[src/hdl/vnu_pkg.sv]
// ---------------------------------------------------------------------------
// vnu_pkg: shared constants, types and step functions
// Widths and step arithmetic for the four-lane vector normalisation unit.
// ---------------------------------------------------------------------------
package vnu_pkg;

  localparam int FRAC_BITS   = 16;
  localparam int INT_BITS    = 8;
  localparam int IN_W        = INT_BITS + FRAC_BITS;
  localparam int LEN_W       = IN_W + 1;
  localparam int UNIT_W      = FRAC_BITS + 2;
  localparam int SQ_W        = 2 * IN_W;
  localparam int SUM_W       = SQ_W + 2;
  localparam int SQRT_STAGES = SUM_W / 2;
  localparam int SQRT_REM_W  = LEN_W + 2;
  localparam int QUO_W       = FRAC_BITS + 1;
  localparam int DIV_STAGES  = QUO_W;
  localparam int LANES       = 4;
  localparam int PRE_STAGES  = 3;
  localparam int PIPE_DEPTH  = PRE_STAGES + SQRT_STAGES + DIV_STAGES;

  localparam logic [QUO_W-1:0] ONE_FIX = QUO_W'(1) << FRAC_BITS;

  typedef struct packed {
    logic [SQRT_REM_W-1:0] rem;
    logic [LEN_W-1:0]      root;
  } sqrt_t;

  typedef struct packed {
    logic [LEN_W-1:0] rem;
    logic             qbit;
  } div_t;

  function automatic sqrt_t sqrt_step(input logic [SQRT_REM_W-1:0] rem,
                                      input logic [LEN_W-1:0] root,
                                      input logic [1:0] pair);
    logic [SQRT_REM_W+1:0] t;
    logic [SQRT_REM_W+1:0] trial;
    sqrt_t                 r;
    t     = {rem, pair};
    trial = {2'b00, root, 2'b01};
    if (t >= trial) begin
      r.rem  = SQRT_REM_W'(t - trial);
      r.root = {root[LEN_W-2:0], 1'b1};
    end else begin
      r.rem  = SQRT_REM_W'(t);
      r.root = {root[LEN_W-2:0], 1'b0};
    end
    return r;
  endfunction

  function automatic div_t div_step(input logic [LEN_W-1:0] rem,
                                    input logic in_bit,
                                    input logic [LEN_W-1:0] den);
    logic [LEN_W:0] t;
    div_t           r;
    t = {rem, in_bit};
    if (t >= {1'b0, den}) begin
      r.rem  = LEN_W'(t - {1'b0, den});
      r.qbit = 1'b1;
    end else begin
      r.rem  = t[LEN_W-1:0];
      r.qbit = 1'b0;
    end
    return r;
  endfunction

endpackage

[src/hdl/vnu_sqrt.sv]
// ---------------------------------------------------------------------------
// vnu_sqrt: pipelined floor square root
// Digit-by-digit square root, one result bit per register stage.
// ---------------------------------------------------------------------------
module vnu_sqrt
  import vnu_pkg::*;
(
  input  logic             clk_i,
  input  logic             en_i,
  input  logic [SUM_W-1:0] sum_i,
  output logic [LEN_W-1:0] root_o
);

  logic [SQRT_REM_W-1:0] rem_q  [SQRT_STAGES];
  logic [LEN_W-1:0]      root_q [SQRT_STAGES];
  logic [SUM_W-1:0]      rad_q  [SQRT_STAGES];
  sqrt_t                 step_d [SQRT_STAGES];

  assign step_d[0] = sqrt_step('0, '0, sum_i[SUM_W-1 -: 2]);

  for (genvar k = 1; k < SQRT_STAGES; k++) begin : g_step
    assign step_d[k] = sqrt_step(rem_q[k-1], root_q[k-1], rad_q[k-1][SUM_W-1 -: 2]);
  end

  always_ff @(posedge clk_i) begin
    if (en_i) begin
      rem_q[0]  <= step_d[0].rem;
      root_q[0] <= step_d[0].root;
      rad_q[0]  <= sum_i << 2;
      for (int k = 1; k < SQRT_STAGES; k++) begin
        rem_q[k]  <= step_d[k].rem;
        root_q[k] <= step_d[k].root;
        rad_q[k]  <= rad_q[k-1] << 2;
      end
    end
  end

  assign root_o = root_q[SQRT_STAGES-1];

endmodule

[config.mk]
export PLATFORM = sky130hd
export DESIGN_NAME = vnu_sqrt
export DESIGN_NICKNAME = d
export VERILOG_FILES = /design/src/hdl/vnu_pkg.sv /design/src/hdl/vnu_sqrt.sv
export SDC_FILE = /design/constraint.sdc
export NUM_CORES = 2
export LEC_CHECK = 0
export BUFFER_PORTS_ARGS = -buffer_cell sky130_fd_sc_hd__buf_4
export CELL_PAD_IN_SITES_DETAIL_PLACEMENT = 1
export CELL_PAD_IN_SITES_GLOBAL_PLACEMENT = 2
export CORE_MARGIN = 3
export CORE_UTILIZATION = 40
export DETAILED_ROUTE_END_ITERATION = 7
export PLACE_DENSITY = 0.72
export SLEW_MARGIN = 10
export SYNTH_ARGS = -nofsm -noshare
export SYNTH_HDL_FRONTEND = slang
export SYNTH_SLANG_ARGS = --single-unit
export TNS_END_PERCENT = 30
[constraint.sdc]
create_clock -name clk_i -period 4.4 [get_ports clk_i]
set_input_delay 0.22 -clock clk_i [delete_from_list [all_inputs] [get_ports clk_i]]
set_output_delay 0.22 -clock clk_i [all_outputs]
set_load 0.01 [all_outputs]
==> qor.txt <==
fill cell total of the finished layout: 18.3k
CTS tree: yes
die width: 431 um
clk root buf: clkbuf_16
LEAKAGE: 31.2 nW
Slew headroom: 38.1%
kind of end point of the critical path: flip-flop
total core area: 0.179 sq mm
clock latency on the worst-skew pair: 0.80 ns
Psw: 0.0112 W
f_max: 259 MHz
first-pass GRT wire length: 252000 um
multi-input combinational cell area: 0.0238 sq mm
Switching Fraction: 27.2%
# rows: 155
Gate power share: 17.4%
initial drt markers: 2478
period utilization: 87.6%
RSZ-0062 raised after global routing: no
Final min period: 3.86 ns
outcome: finished clean
initial antenna violation count: 1
Max stage delay on crit path: 0.62 ns
warnings from Yosys: 0
layout cell share with drive strength beyond 1: 8.52%
Reg clk slew, reported paths: 0.06 ns
WL final: 158000 um
Power Dens Cells: 504 mW/mm^2
worst min path class: input pin to flip-flop
Internal Power: 0.0301 W
via count: 43.1k
slowest CP cell: a221oi_1
VDD IR max: 0.358 mV
area growth from synthesis to layout: 13.8%
max cap viols: 0
Initial Util: 40.3%
Antenna Nets Post-Route: 0
TritonCTS buffer count: 171
setup TNS: 0 ns
Worst Path Required: 4.93 ns
Slew Limit Fails: 0
crit path DAT: 4.39 ns
CTS H-tree depth: 4
FFs w/ async S/R, synth: 0%
Clk pwr share: 35.6%
sequential share of power: 47.1%
Final Skew: 0.0368 ns
Worst-Margin Slew: 0.921 ns
met2 usage: 30.3%
WL/cell: 19.1 um
largest net degree at the start of global routing: 143
crit-path max FO: 14
Finished Core Util: 45.9%
GR peak layer: met2
crit path cell chain: ha_1, or3_1, o22a_1, a221oi_1, o211ai_1, o31ai_1, o41a_1, mux2_2
final setup fails: 0
first drt pass iteration count: 5
Global Route met3 Usage: 2.39%
met1 Use GR: 21.6%
DRC Markers: 0
# diodes: 0
share of the yosys chip area belonging to registers: 63.9%
HPWL after DPL: 115000 um
CTS sink cnt: 1536
syn nets: 5958
all-layer global routing usage: 17.0%
critical path class: flip-flop to flip-flop
Post-synth EDFFs: 1536
Final #Nets: 6183
Congestion Overflow GR: 0
Synth Cell Area: 0.0721 sq mm
vias per inst: 5.21
syn avg cell area: 13.0 sq um
die height: 431 um
Primary FF master, synth: edfxtp_1
Port Buffers: 76
Yosys reg bits: 1536
Syn Inst Count: 5554
die area: 0.185 sq mm
via count of the first global-routing pass: 45.1k
CTS Buffer Depth: 3
GPL Wtd Cong: 0.824
Setup crit start kind: flip-flop
Register Area: 0.0461 sq mm
IO Count: 77
final hold violations: 0
post-synth cell types: 93
## power groups by stage
| stage | combinational (W) | clock (W) | sequential (W) |
|---|---|---|---|
| after floorplan | 0.00523 | 0 | 0.0192 |
| after global placement | 0.00703 | 0 | 0.0198 |
| after detailed placement | 0.00714 | 0 | 0.0198 |
| after CTS | 0.00723 | 0.0152 | 0.0195 |
| after global routing | 0.00811 | 0.0158 | 0.0197 |
| final | 0.00718 | 0.0147 | 0.0195 |
## through the flow
step	instance area (sq um)	hold WS (ns)	cells	setup WS [ns]	total power, W
2_1_floorplan	72100	0.319	5554	1.35	0.0244
3_3_place_gp	75700	0.399	7909	0.696	0.0268
3_5_place_dp	75700	0.400	7909	0.569	0.0270
4_1_cts	82100	0.0530	8281	0.547	0.0420
5_1_grt	82100	0.0836	8281	0.344	0.0436
6_report	82100	0.147	8281	0.545	0.0414
## final cells by class
class                           instances  area share [%]
Clock buffer                          204            5.39
Clock inverter                        116            1.76
Sequential cell                      1536            56.2
Inverter                              446            2.04
Multi-Input combinational cell       3445            29.0
Tap cell                             2355            3.59
Timing Repair Buffer                  179            2.00
## placed cells by master, fill, tap and decap left out, drive strengths merged, types with 46 or more instances in the layout
cell type,count
edfxtp,1536
inv,453
nor2,368
ha,352
a21oi,344
nand2,290
xnor2,252
xor2,234
o21ai,232
clkbuf,204
nor3,159
buf,127
a21o,116
nor4,88
o21a,87
nand3,82
nand4,74
clkinv,71
or3,63
nand2b,60
and3,55
mux2,55
dlygate4sd3,52
o31ai,50
nor2b,46
## path summary, 6_finish.rpt
path / startpoint / endpoint / slack, ns / cells past startpoint
worst max-delay path: rem_q[2][110] / rem_q[2][147] / 0.54 / 8
worst min-delay path: sum_i[33] / rad_q[0][33] / 0.15 / 2
worst max register to register: rem_q[2][110] / rem_q[2][147] / 0.54 / 8
worst min register to register: rad_q[0][137] / rad_q[0][187] / 0.41 / 0
## cell families (layout without fill, tap and decap cells)
group                    after synthesis  after routing  synth area share [%]
AO/OA/AOI/OAI                       1075           1075                  9.44
XOR/XNOR                             486            486                  5.90
adder cells (fa/ha/maj)              352            352                  6.11
buffers and inverters                573            945                  3.15
flip-flops                          1536           1536                  63.9
multiplexers                          70             70                  1.07
other                                  1              1               0.00520
AND/OR/NAND/NOR                     1461           1461                  10.4
## metal layers
layer  vias to the layer above  part of all wire (%)
met2                       460                    51
met1                     21300                    44
met5                         -                     0
met4                         0                   2.4
li1                      21100                     -
met3                       232                   2.5
## cell usage after synthesis, drive strengths merged, types with 36 or more instances
library cell	n	share of area [%]
a211oi	36	0.37
a21o	116	1.2
a21oi	344	2.4
and3	55	0.48
buf	48	0.42
clkbuf	79	0.41
edfxtp	1536	64
ha	352	6.1
inv	445	2.3
mux2	55	0.86
nand2	290	1.5
nand2b	60	0.52
nand3	82	0.57
nand4	74	0.64
nor2	368	1.9
nor2b	46	0.40
nor3	159	1.1
nor4	88	0.79
o21a	87	0.91
o21ai	232	1.6
o31ai	50	0.54
or3	63	0.57
or4	44	0.46
xnor2	252	3.1
xor2	234	2.8
## worst max-delay path, delay by kind of cell (launching register included)
kind,cells,cell delay (ns)
flops,1,0.39
simple gates,1,0.39
mux,1,0.41
compound gates,5,2.16
fa+ha+maj,1,0.25
## timing repair
| action | in CTS | in global routing |
|---|---|---|
| gates resized for setup | 0 | 0 |
| endpoints found under the hold margin | 150 | 0 |
| setup buffers | 0 | 0 |
| hold buffers | 52 | 0 |
## state kept, by name, indices dropped and copies added, names as in the netlist
name,flops
rad_q,600
root_q,325
rem_q,611
Note: power is estimated with default switching activity, not from simulation.
