**src/hdl/vnu_pkg.sv**
```systemverilog
// ---------------------------------------------------------------------------
// vnu_pkg: shared constants, types and step functions
// Widths and step arithmetic for the four-lane vector normalisation unit.
// ---------------------------------------------------------------------------
package vnu_pkg;

  localparam int FRAC_BITS   = 16;
  localparam int INT_BITS    = 8;
  localparam int IN_W        = INT_BITS + FRAC_BITS;
  localparam int LEN_W       = IN_W + 1;
  localparam int UNIT_W      = FRAC_BITS + 2;
  localparam int SQ_W        = 2 * IN_W;
  localparam int SUM_W       = SQ_W + 2;
  localparam int SQRT_STAGES = SUM_W / 2;
  localparam int SQRT_REM_W  = LEN_W + 2;
  localparam int QUO_W       = FRAC_BITS + 1;
  localparam int DIV_STAGES  = QUO_W;
  localparam int LANES       = 4;
  localparam int PRE_STAGES  = 3;
  localparam int PIPE_DEPTH  = PRE_STAGES + SQRT_STAGES + DIV_STAGES;

  localparam logic [QUO_W-1:0] ONE_FIX = QUO_W'(1) << FRAC_BITS;

  typedef struct packed {
    logic [SQRT_REM_W-1:0] rem;
    logic [LEN_W-1:0]      root;
  } sqrt_t;

  typedef struct packed {
    logic [LEN_W-1:0] rem;
    logic             qbit;
  } div_t;

  function automatic sqrt_t sqrt_step(input logic [SQRT_REM_W-1:0] rem,
                                      input logic [LEN_W-1:0] root,
                                      input logic [1:0] pair);
    logic [SQRT_REM_W+1:0] t;
    logic [SQRT_REM_W+1:0] trial;
    sqrt_t                 r;
    t     = {rem, pair};
    trial = {2'b00, root, 2'b01};
    if (t >= trial) begin
      r.rem  = SQRT_REM_W'(t - trial);
      r.root = {root[LEN_W-2:0], 1'b1};
    end else begin
      r.rem  = SQRT_REM_W'(t);
      r.root = {root[LEN_W-2:0], 1'b0};
    end
    return r;
  endfunction

  function automatic div_t div_step(input logic [LEN_W-1:0] rem,
                                    input logic in_bit,
                                    input logic [LEN_W-1:0] den);
    logic [LEN_W:0] t;
    div_t           r;
    t = {rem, in_bit};
    if (t >= {1'b0, den}) begin
      r.rem  = LEN_W'(t - {1'b0, den});
      r.qbit = 1'b1;
    end else begin
      r.rem  = t[LEN_W-1:0];
      r.qbit = 1'b0;
    end
    return r;
  endfunction

endpackage

```
**src/hdl/vnu_div_lane.sv**
```systemverilog
// ---------------------------------------------------------------------------
// vnu_div_lane: one lane of the normalising divider
// Pipelined restoring division of a component by the length, clamped to one (zero for zero length), then sign.
// ---------------------------------------------------------------------------
module vnu_div_lane
  import vnu_pkg::*;
(
  input  logic                     clk_i,
  input  logic                     en_i,
  input  logic [IN_W-1:0]          mag_i,
  input  logic                     neg_i,
  input  logic [LEN_W-1:0]         len_i,
  output logic signed [UNIT_W-1:0] unit_o
);

  logic [LEN_W-1:0] rem_q [DIV_STAGES];
  logic [QUO_W-1:0] quo_q [DIV_STAGES];
  logic [LEN_W-1:0] len_q [DIV_STAGES];
  logic             neg_q [DIV_STAGES];
  div_t             step_d [DIV_STAGES];
  logic [QUO_W-1:0] quo;

  assign step_d[0] = div_step(LEN_W'(mag_i[IN_W-1:1]), mag_i[0], len_i);

  for (genvar k = 1; k < DIV_STAGES; k++) begin : g_step
    assign step_d[k] = div_step(rem_q[k-1], 1'b0, len_q[k-1]);
  end

  always_ff @(posedge clk_i) begin
    if (en_i) begin
      rem_q[0] <= step_d[0].rem;
      quo_q[0] <= QUO_W'(step_d[0].qbit);
      len_q[0] <= len_i;
      neg_q[0] <= neg_i;
      for (int k = 1; k < DIV_STAGES; k++) begin
        rem_q[k] <= step_d[k].rem;
        quo_q[k] <= {quo_q[k-1][QUO_W-2:0], step_d[k].qbit};
        len_q[k] <= len_q[k-1];
        neg_q[k] <= neg_q[k-1];
      end
    end
  end

  always_comb begin
    if (len_q[DIV_STAGES-1] == '0) begin
      quo = '0;
    end else if (quo_q[DIV_STAGES-1] > ONE_FIX) begin
      quo = ONE_FIX;
    end else begin
      quo = quo_q[DIV_STAGES-1];
    end
    if (neg_q[DIV_STAGES-1]) begin
      unit_o = UNIT_W'(-{1'b0, quo});
    end else begin
      unit_o = UNIT_W'({1'b0, quo});
    end
  end

endmodule

```
**config.mk**
```make
export PLATFORM = sky130hd
export DESIGN_NAME = vnu_div_lane
export DESIGN_NICKNAME = d
export VERILOG_FILES = /design/src/hdl/vnu_pkg.sv /design/src/hdl/vnu_div_lane.sv
export SDC_FILE = /design/constraint.sdc
export NUM_CORES = 2
export LEC_CHECK = 0
export ABC_AREA = 1
export BUFFER_PORTS_ARGS = -buffer_cell sky130_fd_sc_hd__buf_2
export CAP_MARGIN = 15
export CORE_ASPECT_RATIO = 0.75
export CORE_UTILIZATION = 45
export DETAILED_ROUTE_END_ITERATION = 7
export SYNTH_ARGS = -nofsm -noshare
export SYNTH_HDL_FRONTEND = slang
export SYNTH_SLANG_ARGS = --single-unit
```
**constraint.sdc**
```tcl
create_clock -name clk_i -period 3.19 [get_ports clk_i]
set_input_delay 0.638 -clock clk_i [delete_from_list [all_inputs] [get_ports clk_i]]
set_output_delay 0.638 -clock clk_i [all_outputs]
set_load 0.1 [all_outputs]
```
==> impl_metrics.sql <==
INSERT INTO impl_metrics (metric_group, metric, value, unit) VALUES
('routing', 'drt_wl_total', '170000', 'um'),
('synth', 'flops_latches_synth', '995', ''),
('hold_path', 'hold_path_class', 'in -> reg', ''),
('die', 'core.rowCount', '116', ''),
('routing', 'number_of_routed_nets_with_antenna_violations', '0', ''),
('routing', 'wirelength_met1', '85600', 'um'),
('job', 'maxCapViolCount', '0', ''),
('synth', 'synth_area_leader_cell', 'sky130_fd_sc_hd__edfxtp_1', ''),
('timing', 'grt_setup_unrepaired', 'yes', ''),
('clocking', 'clk-insertion-delay-late', '0.75', 'ns'),
('cells_and_area', 'fin_cells', '8753', ''),
('power_and_ir_drop', 'sw_frac', '0.435', ''),
('clocking', 'clk_pin_slew_worst_paths', '0.06', 'ns'),
('grt', 'vias_in_the_first_global_route', '43344', ''),
('synth', 'synth_enable_flop_cells', '995', ''),
('place', 'gp_congestion', '0.938', ''),
('synth', 'yosys_warnings', '0', ''),
('clocking', 'numClockSinks', '995', ''),
('routing', 'num_vias', '46568', ''),
('status', 'violations', 'setup timing', ''),
('timing', 'final.min_clock_period', '3.46', 'ns'),
('cells_and_area', 'relative_area_change_from_synthesis_to_final_layout', '11.9', '%'),
('synth', 'postSynth.asyncResetShare', '0', ''),
('grt', 'grt_pass1_wl', '257000', 'um'),
('status', 'status', 'finished, violations left', ''),
('routing', 'routed_wire_length_per_instance', '19.4', 'um'),
('power_and_ir_drop', 'comb_power_share', '0.482', ''),
('grt', 'grt.total_usage', '0.247', ''),
('setup_path', 'criticalPathCategory', 'reg -> out', ''),
('synth', 'postSynthAreaPerCell', '9.08', 'um^2'),
('place', 'detailed_place_hpwl', '136000', 'um'),
('grt', 'grt_antenna_before_repair', '8', ''),
('timing', 'timing.final.hold_violations', '0', ''),
('timing', 'tightest_slew', '0.718', 'ns'),
('power_and_ir_drop', 'total_leakage_power', '29.9', 'nW'),
('die', 'floorplan.core_area', '0.133', 'mm^2'),
('synth', 'ys_top_cells_by_count', 'sky130_fd_sc_hd__nand2_1, sky130_fd_sc_hd__inv_1, sky130_fd_sc_hd__edfxtp_1, sky130_fd_sc_hd__nor2_1, sky130_fd_sc_hd__a21oi_1', ''),
('timing', 'fmaxAchievable', '289', 'MHz'),
('setup_path', 'worstSetupEndpointType', 'primary output', ''),
('routing', 'top_signal_layer_used', 'met4', ''),
('die', 'num_io_pins', '70', ''),
('clocking', 'cts_root_buf', 'sky130_fd_sc_hd__clkbuf_16', ''),
('synth', 'syn-cell-area', '0.0605', 'mm^2'),
('clocking', 'postCtsHoldBufs', '0', ''),
('cells_and_area', 'final_layout_size_suffix_gt1_frac', '0.0818', ''),
('timing', 'drv_slew', '0', ''),
('routing', 'drc', '0', ''),
('routing', 'wl_met3', '16200', 'um'),
('place', 'place_ws', '0.232', 'ns'),
('power_and_ir_drop', 'power_density', '955', 'mW/mm^2'),
('timing', 'post-route-period-util', '1.08', ''),
('clocking', 'cts-buffers-inserted', '100', ''),
('routing', 'route.detailed.vias_per_inst', '5.32', ''),
('clocking', 'clock_tree.buffer_depth', '3', ''),
('synth', 'synth_cell_type_count', '55', ''),
('power_and_ir_drop', 'power_switching', '28.1', 'mW'),
('timing', 'setup_viol', '17', ''),
('power_and_ir_drop', 'internal_power', '36.6', 'mW'),
('power_and_ir_drop', 'power.clock.fraction', '0.182', ''),
('timing', 'setup_slack', '-0.268', 'ns'),
('die', 'floorplan.initialDensity', '0.453', ''),
('clocking', 'cts_tree', 'built', ''),
('clocking', 'cts.htree.levels', '3', ''),
('setup_path', 'worstPathRequired', '2.55', 'ns'),
('grt', 'overflow', '0', ''),
('synth', 'synth_most_common_cell', 'sky130_fd_sc_hd__nand2_1', ''),
('power_and_ir_drop', 'ir_drop', '0.482', 'mV'),
('die', 'area_enclosed_by_the_die_boundary', '0.136', 'mm^2'),
('setup_path', 'critPathLaunchType', 'register', ''),
('cells_and_area', 'total_number_of_nets_in_the_final_design', '7387', ''),
('die', 'die_h', '320', 'um');
[layer usage]
layer,up-vias,global-route usage
met3,202,0.0662
li1,22958,-
met1,21718,0.394
met2,1690,0.326
met5,-,0
met4,0,0.0568
[cells in the final DEF, fill, tap and decap left out, types with 16 or more instances in the layout]
master and n:
sky130_fd_sc_hd__nand2_2 37, sky130_fd_sc_hd__inv_1 1030, sky130_fd_sc_hd__o21ai_2 74, sky130_fd_sc_hd__o211ai_1 30, sky130_fd_sc_hd__o21bai_1 36, sky130_fd_sc_hd__nand3b_1 22, sky130_fd_sc_hd__clkbuf_16 101, sky130_fd_sc_hd__a21o_1 35
sky130_fd_sc_hd__buf_4 100, sky130_fd_sc_hd__buf_2 50, sky130_fd_sc_hd__o21ai_0 295, sky130_fd_sc_hd__clkinv_1 24, sky130_fd_sc_hd__buf_12 44, sky130_fd_sc_hd__nand2_1 1570, sky130_fd_sc_hd__fa_1 16, sky130_fd_sc_hd__xnor2_1 119
sky130_fd_sc_hd__edfxtp_1 995, sky130_fd_sc_hd__nand3_1 246, sky130_fd_sc_hd__nor4_1 17, sky130_fd_sc_hd__nor3_1 69, sky130_fd_sc_hd__nor2_1 503, sky130_fd_sc_hd__clkbuf_1 16, sky130_fd_sc_hd__a21oi_1 469, sky130_fd_sc_hd__xor2_1 172
sky130_fd_sc_hd__o21ai_1 146, sky130_fd_sc_hd__ha_1 423, sky130_fd_sc_hd__nand4_1 119, sky130_fd_sc_hd__nand3_2 17
[repair_timing]
item                                    4_1_cts  5_1_grt
pin swaps                                    24       31
buffers inserted                              8       18
gates resized for setup                      50       24
cloned                                        2        1
endpoints found under the setup margin       17       18
[cell families (layout without fill, tap and decap cells)]
group                    Yosys count  after routing  share of synthesized area
AO/OA/AOI/OAI                   1148           1148                      0.107
adder cells (fa/ha/maj)          440            440                     0.0930
buffers and inverters           1111           1428                     0.0744
other                              0              6                          0
flip-flops                       995            995                      0.494
AND/OR/NAND/NOR                 2668           2668                      0.189
XOR/XNOR                         298            298                     0.0432
[power groups by stage]
stage / sequential [mW] / clock [mW] / combinational [mW]
2_1_floorplan: 20.3 / 0 / 22.5
3_3_place_gp: 21.9 / 0 / 30.1
3_5_place_dp: 21.8 / 0 / 30.3
4_1_cts: 21.6 / 12.1 / 30.6
5_1_grt: 21.9 / 12.5 / 34.7
6_report: 21.7 / 11.8 / 31.2
[flip-flops by register name (all words and copies together), names as in the netlist]
name	flops
neg_q	17
rem_q	400
quo_q	153
len_q	425
[cell type report]
| cell class | instances | area, um^2 |
|---|---|---|
| Inverter | 1036 | 3890 |
| Multi-Input combinational cell | 4554 | 26400 |
| Fill cell | 12378 | 65700 |
| Clock inverter | 68 | 698 |
| Tap cell | 1770 | 2210 |
| Timing Repair Buffer | 208 | 2080 |
| Antenna cell | 6 | 15.0 |
| Sequential cell | 995 | 29900 |
| Clock buffer | 116 | 2560 |
[final timing paths]
check	endpoint	slack (ns)	from
max	unit_o[10]	-0.27	quo_q[2][2]
min	len_q[0][3]	0.08	len_i[3]
max reg2reg	rem_q[0][51]	0.23	len_q[0][25]
min reg2reg	quo_q[1][116]	0.40	quo_q[1][98]
[through the flow]
step                      power [mW]  TNS, ns   util  cell area, um^2  hold slack, ns
after floorplan                 42.8   -0.228      -            60500           0.400
after global placement          52.0        0  0.479            63900           0.400
after detailed placement        52.1        0  0.479            63900           0.405
after CTS                       64.3    -4.51  0.506            67500          0.0214
after global routing            69.2    -5.87  0.508            67700          0.0433
final                           64.6    -3.10  0.508            67700          0.0786
[worst max-delay path, stage by stage, from the launching register on]
cell                       delay [ns]
sky130_fd_sc_hd__edfxtp_1        0.42
sky130_fd_sc_hd__nor2_1          0.14
sky130_fd_sc_hd__nand2_1         0.09
sky130_fd_sc_hd__nor2_2          0.14
sky130_fd_sc_hd__nand2_2         0.10
sky130_fd_sc_hd__nand2_4         0.15
sky130_fd_sc_hd__nand3_4         0.11
sky130_fd_sc_hd__ha_4            0.18
sky130_fd_sc_hd__nand2_2         0.08
sky130_fd_sc_hd__nand2_2         0.09
sky130_fd_sc_hd__nand2_4         0.15
sky130_fd_sc_hd__inv_2           0.06
sky130_fd_sc_hd__nand2_1         0.05
sky130_fd_sc_hd__nand2_1         0.06
sky130_fd_sc_hd__nand2_2         0.09
sky130_fd_sc_hd__buf_12          0.18
Note: power is estimated with default switching activity, not from simulation.
